File: config.mk
export PLATFORM = sky130hd
export DESIGN_NAME = plq_queue
export DESIGN_NICKNAME = d
export VERILOG_FILES = /design/src/design/plq_pkg.sv /design/src/design/plq_queue.sv
export SDC_FILE = /design/constraint.sdc
export NUM_CORES = 1
export LEC_CHECK = 0
export BUFFER_PORTS_ARGS = -buffer_cell sky130_fd_sc_hd__buf_4
export CORE_ASPECT_RATIO = 0.75
export CORE_UTILIZATION = 45
export DETAILED_ROUTE_END_ITERATION = 16
export PLACE_DENSITY_LB_ADDON = 0.05
export SLEW_MARGIN = 20
export SYNTH_ARGS = -nofsm -noshare
export SYNTH_HDL_FRONTEND = slang
export SYNTH_SLANG_ARGS = --single-unit
File: constraint.sdc
create_clock -name clock -period 10.4 [get_ports clock]
set_input_delay 1.04 -clock clock [delete_from_list [all_inputs] [get_ports clock]]
set_output_delay 1.04 -clock clock [all_outputs]
set_load 0.05 [all_outputs]
File: src/design/plq_pkg.sv
// Shared constants and types for the plane point and line query block.
`timescale 1ns / 1ps
package plq_pkg;

   localparam int NORM_W     = 16;   // normal component, Q2.14
   localparam int COORD_W    = 32;   // coordinates and distances, Q16.16
   localparam int DIST_W     = 31;   // absolute distance and tolerances
   localparam int FRAC_W     = 14;   // extra fraction bits of the Q.30 products
   localparam int DIR_W      = COORD_W + 1;
   localparam int NP_W       = NORM_W + COORD_W;
   localparam int ND_W       = NORM_W + DIR_W;
   localparam int SUM_W      = 51;   // plane sums S and g
   localparam int MAG_W      = SUM_W - 1;
   localparam int DQ_W       = 37;   // rounded distance before saturation
   localparam int NDQ_W      = NORM_W + DQ_W;
   localparam int PT_W       = 56;   // projection and reflection in Q.30
   localparam int RND_W      = PT_W - FRAC_W + 1;
   localparam int HALF_W     = MAG_W / 2;
   localparam int PP_W       = DIR_W + HALF_W;
   localparam int PROD_W     = DIR_W + MAG_W;
   localparam int QUO_W      = 34;   // quotient bits before clamping
   localparam int FIN_W      = QUO_W + 3;
   localparam int DIV_LAT    = QUO_W + 2;
   localparam int CSR_IDX_W  = 3;
   localparam int CSR_DATA_W = 32;
   localparam int QUEUE_DEPTH_DEFAULT = 4;

   localparam logic [1:0] REQ_PROJECT   = 2'd0;
   localparam logic [1:0] REQ_REFLECT   = 2'd1;
   localparam logic [1:0] REQ_INTERSECT = 2'd2;

   localparam logic [CSR_IDX_W-1:0] CSR_NORMAL_X  = 3'd0;
   localparam logic [CSR_IDX_W-1:0] CSR_NORMAL_Y  = 3'd1;
   localparam logic [CSR_IDX_W-1:0] CSR_NORMAL_Z  = 3'd2;
   localparam logic [CSR_IDX_W-1:0] CSR_OFFSET    = 3'd3;
   localparam logic [CSR_IDX_W-1:0] CSR_ON_TOL    = 3'd4;
   localparam logic [CSR_IDX_W-1:0] CSR_PAR_TOL   = 3'd5;

   typedef struct packed {
      logic [NORM_W-1:0]  nx;
      logic [NORM_W-1:0]  ny;
      logic [NORM_W-1:0]  nz;
      logic [COORD_W-1:0] offset;
      logic [DIST_W-1:0]  on_tol;
      logic [DIST_W-1:0]  par_tol;
   } plane_cfg_type;

   typedef struct packed {
      logic [1:0]               kind;
      logic [2:0][COORD_W-1:0]  p;
      logic [2:0][DIR_W-1:0]    dir;
      logic [SUM_W-1:0]         s;
      logic [DQ_W-1:0]          dq;
      logic [MAG_W-1:0]         g_mag;
      logic                     g_neg;
      logic                     parallel;
   } front_item_type;

   typedef struct packed {
      logic [COORD_W-1:0]       sdist;
      logic [DIST_W-1:0]        absd;
      logic                     on_plane;
      logic                     pvalid;
      logic                     isect;
      logic [2:0]               neg;
      logic [2:0][COORD_W-1:0]  base;
   } side_info_type;

endpackage

File: src/design/plq_queue.sv
// Short register queue between the front end and the back end.
`timescale 1ns / 1ps
module plq_queue #(
   parameter int DEPTH = plq_pkg::QUEUE_DEPTH_DEFAULT
) (
   input  logic                    clock,
   input  logic                    reset,
   input  logic                    push,
   input  plq_pkg::front_item_type push_data,
   output logic                    full,
   input  logic                    pop,
   output plq_pkg::front_item_type pop_data,
   output logic                    empty
);

   localparam int PTR_W = $clog2(DEPTH);
   localparam int CNT_W = $clog2(DEPTH + 1);

   plq_pkg::front_item_type mem_ff [DEPTH];
   logic [PTR_W-1:0] wr_ptr_ff, wr_ptr_in;
   logic [PTR_W-1:0] rd_ptr_ff, rd_ptr_in;
   logic [CNT_W-1:0] count_ff, count_in;

   assign full     = (count_ff == CNT_W'(DEPTH));
   assign empty    = (count_ff == '0);
   assign pop_data = mem_ff[rd_ptr_ff];

   always_comb begin
      wr_ptr_in = wr_ptr_ff;
      rd_ptr_in = rd_ptr_ff;
      count_in  = count_ff;
      if (push) begin
         wr_ptr_in = (wr_ptr_ff == PTR_W'(DEPTH - 1)) ? '0 : wr_ptr_ff + 1'b1;
      end
      if (pop) begin
         rd_ptr_in = (rd_ptr_ff == PTR_W'(DEPTH - 1)) ? '0 : rd_ptr_ff + 1'b1;
      end
      if (push & ~pop) begin
         count_in = count_ff + 1'b1;
      end else if (pop & ~push) begin
         count_in = count_ff - 1'b1;
      end
   end

   always_ff @(posedge clock) begin
      if (reset) begin
         wr_ptr_ff <= '0;
         rd_ptr_ff <= '0;
         count_ff  <= '0;
      end else begin
         wr_ptr_ff <= wr_ptr_in;
         rd_ptr_ff <= rd_ptr_in;
         count_ff  <= count_in;
      end
   end

   always_ff @(posedge clock) begin
      if (push) begin
         mem_ff[wr_ptr_ff] <= push_data;
      end
   end

   a_count_bound: assert property (@(posedge clock) disable iff (reset)
      count_ff <= CNT_W'(DEPTH)) else $error("queue count above depth");
   a_no_overflow: assert property (@(posedge clock) disable iff (reset)
      push |-> !full) else $error("queue written while full");
   a_no_underflow: assert property (@(posedge clock) disable iff (reset)
      pop |-> !empty) else $error("queue read while empty");

endmodule

# Word-level counts from Yosys, hierarchy flattened
# Memories as Yosys holds them, arrays and structs flattened. A register that Yosys moved wholly into a read port is not among the register bits.
# Cells that the tools add are included.
dict set report totals {
  regBits 7
  ram_bits 1348
  input_bits 341
  out_inout_bits 339
  wordCells 25
  memories 1
}
dict set report op_classes {
  n_addsub 4
  eq_ne 3
  mux 8
  bitwise 4
  n_reduce_logical 2
}
# name depth word_bits rd rd_ports_with_merged_regs write_ports line_no
set mem_list {}
lappend mem_list {mem_ff 4 337 1 1 1 plq_queue.sv:19} ;# plq_pkg::front_item_type mem_ff [DEPTH];
# op count
set op_table {}
lappend op_table {{two-way mux 2 bit} 4}
lappend op_table {{two-way mux 3 bit} 2}
lappend op_table {{adder 2 x 1 -> 2 bit, second input constant} 2}
lappend op_table {{== test 2 bit, second input constant} 2}
lappend op_table {{adder 3 x 1 -> 3 bit, second input constant} 1}
lappend op_table {{== test 3 bit, second input constant} 1}
lappend op_table {{logical NOT 3 bit} 1}
lappend op_table {{subtractor 3 x 1 -> 3 bit, second input constant} 1}
lappend op_table {{bitwise AND 1 bit} 2}
lappend op_table {{two-way mux 1 bit} 2}
lappend op_table {{NOT 1 bit} 2}
lappend op_table {{nonzero test 2 bit} 1}

# Logic depth before layout (Yosys ltp)
# Gate-level depths: netlist (run 1).
dict set report depth {
  word_depth 4
  mapped_depth 7
  ltp_nobuf 7
}

# Least setup slack after synthesis (run 1)
# No wires, ideal clock.
dict set report synth_timing {
  kind {in2reg}
  startpoint {input push}
  endpoint {memory mem_ff[0][0] (netlist name), enable pin}
  setup_time_ns 0.741
  arrival_ns 8.631
  t_required_ns 9.659
  path_slack_ns 1.028
  cell_stages 1
  n_path_buf 0
  cell_sequence {and2_1}
}
dict set report synth_between {
  elab_chain_cells 2
}
# element line_no
set synth_lines {}
lappend synth_lines {{from (decl)} plq_queue.sv:8} ;# input logic push,
lappend synth_lines {{two-way mux 1 bit} plq_queue.sv:58} ;# if (push) begin
lappend synth_lines {{two-way mux 1 bit (not written as such)} plq_queue.sv:59} ;# mem_ff[wr_ptr_ff] <= push_data;
lappend synth_lines {{to (decl)} plq_queue.sv:19}
# No other way between the ends.

==> results of run 1 <==
==> through the flow <==
stage	hold WS [ns]	setup WS [ns]	utilization, %	instances	total power [uW]
after floorplan	0.460	1.03	-	1804	7660
after global placement	0.482	5.67	51.5	3865	8170
after detailed placement	0.524	5.65	51.5	3865	8200
after CTS	0.424	4.87	55.4	4109	12900
after global routing	0.452	4.68	55.4	4115	13100
final	0.495	5.15	55.4	4118	12700
==> area by class of cell <==
type / instances / area share [%]
clock inverters: 69 / 0.945
well taps: 1431 / 2.99
flip-flops and latches: 1357 / 67.8
multi-input cells: 368 / 13.1
repair buffers: 705 / 8.95
clock buffers: 175 / 6.13
inverters: 4 / 0.0250
diodes: 9 / 0.0376
==> power by group through the flow <==
| stage | combinational (uW) | sequential [uW] | clock [uW] |
|---|---|---|---|
| finish | 1710 | 6340 | 4660 |
| global route | 1790 | 6360 | 4990 |
| CTS | 1740 | 6340 | 4790 |
| detailed placement | 1740 | 6460 | 0 |
| global placement | 1730 | 6440 | 0 |
| floorplan | 1160 | 6510 | 0 |
==> Yosys cell counts <==
master       n
dfxtp_1      9
mux2i_1      4
or3_1        1
buf_12      36
clkbuf_1     3
nor3b_1      2
inv_1        4
mux4_2     337
nor3_1       1
nor2_1       7
xor2_1       2
buf_2       34
and2_1       4
edfxtp_1  1348
fa_1         1
a21oi_1      2
o21ai_0      1
buf_6        1
ha_1         6
buf_8        1
==> how the worst max path moves through the flow <==
stage | from | endpoint | slack (ns) | cells after the start
floorplan | push | mem_ff[0][0] | 1.03 | 1
global placement | flop | pop_data[257] | 5.67 | 4
detailed placement | flop | pop_data[257] | 5.65 | 4
CTS | flop | pop_data[257] | 4.87 | 4
global route | flop | pop_data[265] | 4.68 | 4
finish | flop | pop_data[258] | 5.15 | 4
==> routing by layer <==
metal / global-route usage (%) / vias up
li1: - / 9444
met1: 22.7 / 11600
met2: 34.4 / 540
met3: 6.88 / 178
met4: 6.83 / 24
met5: 0 / -
==> sequential cells by signal (all words and copies together), names as in the netlist, named ones only <==
register / count
count_ff: 3
rd_ptr_ff: 2
mem_ff: 1348
wr_ptr_ff: 2
==> cells by family (layout without fill, tap and decap cells) <==
family | Yosys count | after routing
multiplexers | 341 | 341
flip-flops | 1357 | 1357
adder cells (fa/ha/maj) | 7 | 7
AND/OR/NAND/NOR | 15 | 15
other | 0 | 9
buffers and inverters | 79 | 953
AO/OA/AOI/OAI | 3 | 3
XOR/XNOR | 2 | 2
==> metrics, run 1 <==
cell mode on critical path=buf_4; Final Cycle Share=50.4%; Max stage delay on crit path=0.97 ns; Final Skew=0.0217 ns; Worst Path Buf+Inv=3; WP data arrival=4.21 ns; R2R setup slack=7.02 ns; Synth Register Bits=1357; Net Count, Synth=2152; Sw Share=24.9%; gr ovfl total=0; post-synthesis mux area share=15.4%; DR vias/cell=5.29; Slew Viols, Final=0; RR Endpoint=mem_ff[3][146]; RSZ-0062 raised after global routing=false; gpl congestion=0.776; commonest non-fill, non-tap cells in the layout=edfxtp_1, buf_4, mux4_2; post-CTS resize count=0; Area growth syn-to-layout=21.3%; vias after detailed routing=21.8k; Comb pwr share=13.4%; Setup violations, final=0; ranking of synthesized cells by area=edfxtp_1, mux4_2, buf_12; post-synth top area share=81.9%; Hold Path Class=in2reg; mean post-synth cell area=27.4 um2; Routed met3 length=8350 um; number of remaining DRC errors=0; Worst-path clk slew=0.06 ns; cts hold-fix bufs=0; crit start category=flop; row count=104; Post-Synth Simple-Gate Area=0.157%; Initial Utilization=45.7%; initial antenna violation count=21; max-cap violations=0; Worst R2R Path Depth=4; Hold Path Cell Cnt=1; Die Ht=289 um; Least-Margin Pin Slew=1.11 ns; setup bufs post-CTS=0; Global Route Usage Sum=19.7%; CTS buffer count=137; CP cell instances=buf_4, buf_4, mux4_2, buf_4; worst skew pair latency=0.74 ns; max layer used=met5; combinational family with the most area after synthesis=multiplexers; clock buffer depth=3; Design Area, Final=0.0600 mm2; FF/Latch Area=0.0407 mm2; Sequential Power Share=49.9%; leakage power=0.0199 uW; WL/cell=26.6 um; CP top delay family=buffers and inverters; switching pwr=3170 uW; Final Hold Viols=0; status=complete, no violations; Core Area=0.108 mm2; FILL cells=8143; Crit Path Class=reg2out; WP data required=9.36 ns; crit path max fanout=48; Clock power frac=36.7%; min Tclk post-route=5.25 ns; DRT antenna net count=0; final WL=110000 um; share of layout cells above drive strength 1=45.9%; first drt pass iteration count=5; count of cell types in the netlist=20; Worst Hold Path EP=mem_ff[3][18]; CTS root buffer=clkbuf_16; area of the multi-input gates=0.00785 mm2; commonest non-fill, non-tap cell in the layout=edfxtp_1; internal power=9540 uW; endpoint class of the critical path=output pin; Worst R2R Start=wr_ptr_ff[0]; FMAX=191 MHz; Synth Area in Adders=0.192%; Pwr per Cell Area=212 mW/mm2; nets=2921; post-synthesis compound-gate area fraction=0.0304%; synthesized area=0.0494 mm2; Ports=680; Hold Crit Start=push_data[18]; first-pass GRT wire length=157000 um; Peak VDD IR=0.155 mV; Worst path slowest cell=dfxtp_4; TritonCTS clock tree=done; largest net degree at the start of global routing=148; Post-Synthesis Cells=1804; full die area=0.111 mm2; vias in the first global route=23.3k; met2 wire length=58900 um; Synth Area in XOR/XNOR=0.0354%; Routed met1 length=39700 um; die width=385 um; sequential fraction of the synthesis area=82.2%; HPWL Detailed=67300 um; DP Area=0.0557 mm2; clk sinks=1357; H-tree depth=4; Yosys top cell by area=edfxtp_1; Slew headroom=25.9%; setup TNS=0 ns; synth warn=0; I/O Buffers=679; drt first-iter violations=1416
Power figures use the tool's default switching activity.
==> run 2: changes to the inputs <==
- ABC_AREA: not set -> 1
- clock period: 10.4 -> 5.1 ns (I/O delays scaled with it)
==> run 2 against run 1 <==
  * Clock-buffer cell count grew 4
  * Utilization rose by 2.4 points
  * Largest cell class unchanged
  * Non-clock buffer count is 348 higher
  * Flip-flop and latch count stayed put
  * Clock power up 110%
==> metrics, run 2 <==
CTS root buffer=clkbuf_16 (unchanged); first drt pass iteration count=5 (unchanged); post-synthesis mux area share=0% (was 15.4%); Crit Path Class=reg2out (unchanged); share of layout cells above drive strength 1=22.8% (was 45.9%); Synth Area in XOR/XNOR=0.0173% (was 0.0354%); CTS buffer count=138 (was 137); mean post-synth cell area=15.3 um2 (was 27.4 um2); Least-Margin Pin Slew=1.22 ns (was 1.11 ns); Worst-path clk slew=0.06 ns (about the same); synth warn=0 (unchanged); gr ovfl total=0 (unchanged); clock buffer depth=3 (unchanged); row count=106 (was 104); drt first-iter violations=1783 (was 1416); most numerous cell in the Yosys netlist=edfxtp_1 (unchanged); Final Hold Viols=0 (unchanged); Largest Register=mem_ff (unchanged); Final Skew=0.0262 ns (was 0.0217 ns); WP data required=4.59 ns (was 9.36 ns); worst skew pair latency=0.73 ns (was 0.74 ns); Worst path slowest cell=dfxtp_4 (unchanged); min Tclk post-route=4.10 ns; Core Area=0.112 mm2 (was 0.108 mm2); initial antenna violation count=17 (was 21); Global Route Usage Sum=22.1% (was 19.7%); Slew headroom=18.5% (was 25.9%); endpoint class of the critical path=output pin (unchanged); Post-synth EDFFs=1348 (unchanged); H-tree depth=4 (unchanged); Worst R2R Path Depth=6 (was 4); Util after Layout=57.9% (was 55.4%); worst setup margin=0.999 ns (was 5.15 ns); DRT antenna net count=0 (unchanged); die width=389 um (was 385 um); WP data arrival=3.59 ns (was 4.21 ns); Synth Area in Adders=0.188% (was 0.192%); post-synthesis compound-gate area fraction=11.5% (was 0.0304%); Peak VDD IR=0.351 mV (was 0.155 mV); first-pass GRT wire length=191000 um (was 157000 um); Hold Crit Start=pop (was push_data[18]); Setup violations, final=0 (unchanged); WL/cell=21.7 um (was 26.6 um); Area growth syn-to-layout=27.5% (was 21.3%); DP Worst Slack=1.78 ns (was 5.65 ns); I/O Buffers=679 (unchanged); CP cell instances=clkinv_16, buf_12, o21ai_0, o22ai_1, buf_4 (was buf_4, buf_4, mux4_2, buf_4); max-cap violations=0 (unchanged); crit path max fanout=261 (was 48); vias in the first global route=29.9k (was 23.3k); Post-Synthesis Cells=3317 (was 1804); synth cell count leaders=edfxtp_1, o21ai_0, nor2_1, o22ai_1, clkbuf_1 (was edfxtp_1, mux4_2, buf_12, buf_2, dfxtp_1); status=complete, no violations (unchanged); Yosys top cell by area=edfxtp_1 (unchanged); DR vias/cell=5.20 (was 5.29); FFs w/ async S/R, synth=0% (unchanged); ranking of synthesized cells by area=edfxtp_1, o21ai_0, nor2_1 (was edfxtp_1, mux4_2, buf_12); nets=4635 (was 2921); clk sinks=1357 (unchanged); crit start category=flop (unchanged); max reg flops=1348 (unchanged); Initial Utilization=45.4% (was 45.7%); Largest regs=mem_ff x1348, count_ff x3 (unchanged); synthesized area=0.0506 mm2 (was 0.0494 mm2); Hold Path Class=in2reg (unchanged); R2R setup slack=2.25 ns (was 7.02 ns); Max stage delay on crit path=0.81 ns (was 0.97 ns); commonest non-fill, non-tap cells in the layout=edfxtp_1, buf_4, o21ai_0 (was edfxtp_1, buf_4, mux4_2); post-synth top area share=79.9% (was 81.9%); Synth Register Bits=1357 (unchanged); final WL=128000 um (was 110000 um); Worst R2R Start=wr_ptr_ff[1] (was wr_ptr_ff[0]); sequential fraction of the synthesis area=80.3% (was 82.2%); setup bufs post-CTS=0 (unchanged); RSZ-0062 raised after global routing=false (unchanged); largest net degree at the start of global routing=262 (was 148); Ports=680 (unchanged); count of cell types in the netlist=23 (was 20); top_reg_cell synth=edfxtp_1 (unchanged); Slew Viols, Final=0 (unchanged); Pwr per Cell Area=413 mW/mm2 (was 212 mW/mm2); commonest non-fill, non-tap cell in the layout=edfxtp_1 (unchanged); TritonCTS clock tree=done (unchanged); Post-Synth Simple-Gate Area=5.37% (was 0.157%); combinational family with the most area after synthesis=compound AO/OA/AOI/OAI gates (was multiplexers); Final Cycle Share=80.4%; Net Count, Synth=3665 (was 2152); leakage power=0.0224 uW (was 0.0199 uW); FMAX=244 MHz; Setup crit end=pop_data[300] (was pop_data[258]); full die area=0.114 mm2 (was 0.111 mm2); vias after detailed routing=30.8k (was 21.8k); gpl congestion=0.744 (was 0.776); Die Ht=293 um (was 289 um); HPWL Detailed=70700 um (was 67300 um); number of remaining DRC errors=0 (unchanged); RR Endpoint=mem_ff[1][313] (was mem_ff[3][146])
-- run 2: kinds of logic after synthesis --
logic type / count (synthesis)
buffers and inverters: 239
AO/OA/AOI/OAI: 1017
XOR/XNOR: 1
adder cells (fa/ha/maj): 7
flip-flops: 1357
AND/OR/NAND/NOR: 696
-- run 2: cell type report --
class / instances / area [um2]
Fill cell: 8936 / 47000
Sequential cell: 1357 / 40700
Timing Repair Buffer: 1053 / 8940
Multi-Input combinational cell: 1721 / 8660
Clock buffer: 179 / 3730
Tap cell: 1512 / 1890
Clock inverter: 62 / 484
Inverter: 16 / 109
Antenna cell: 19 / 47.5
-- run 2: what timing repair did --
item | CTS | global route
hold buffers | 338 | 0
gates resized for setup | 0 | 0
setup endpoints to repair | 0 | 0
hold endpoints to repair | 1352 | 0
-- run 2: routing by layer --
layer	vias to the layer above	GRT usage (%)	wire length (um)
met5	-	0	36
met4	6	6.09	2480
met3	174	5.44	8070
met2	696	36.7	64000
met1	15300	29.1	53600
li1	14600	-	-
-- run 2: worst min-delay path by stage --
stage,end,cells after the start,slack [ns]
2_1_floorplan,wr_ptr_ff[1],2,0.46
3_3_place_gp,wr_ptr_ff[1],2,0.49
3_5_place_dp,wr_ptr_ff[1],2,0.49
4_1_cts,rd_ptr_ff[1],3,0.02
5_1_grt,rd_ptr_ff[1],3,0.04
6_report,rd_ptr_ff[1],3,0.08
-- run 2: metrics by stage --
step | hold slack (ns) | instances | area, um2 | power [uW] | setup TNS, ns
final | 0.0804 | 5919 | 64500 | 26700 | 0
after global routing | 0.0440 | 5913 | 64500 | 27600 | 0
after CTS | 0.0193 | 5900 | 64500 | 27000 | 0
after detailed placement | 0.490 | 5321 | 56900 | 17200 | 0
after global placement | 0.485 | 5321 | 56900 | 17100 | 0
after floorplan | 0.460 | 3317 | 50700 | 15700 | -1298.69
-- run 2: critical path, delay by kind of cell (launching register included) --
family / cells / cell delay (ns)
flip-flops: 1 / 0.81
buffers and inverters: 3 / 1.36
AO/OA/AOI/OAI: 2 / 0.39
-- run 2: power breakdown --
part           switching (uW)  total (uW)  leakage (uW)  internal (uW)
Combinational            3000        4230       0.00788           1230
Sequential                115       12900        0.0125          12800
Clock                    4100        9560       0.00207           5460
Total                    7220       26700        0.0224          19500
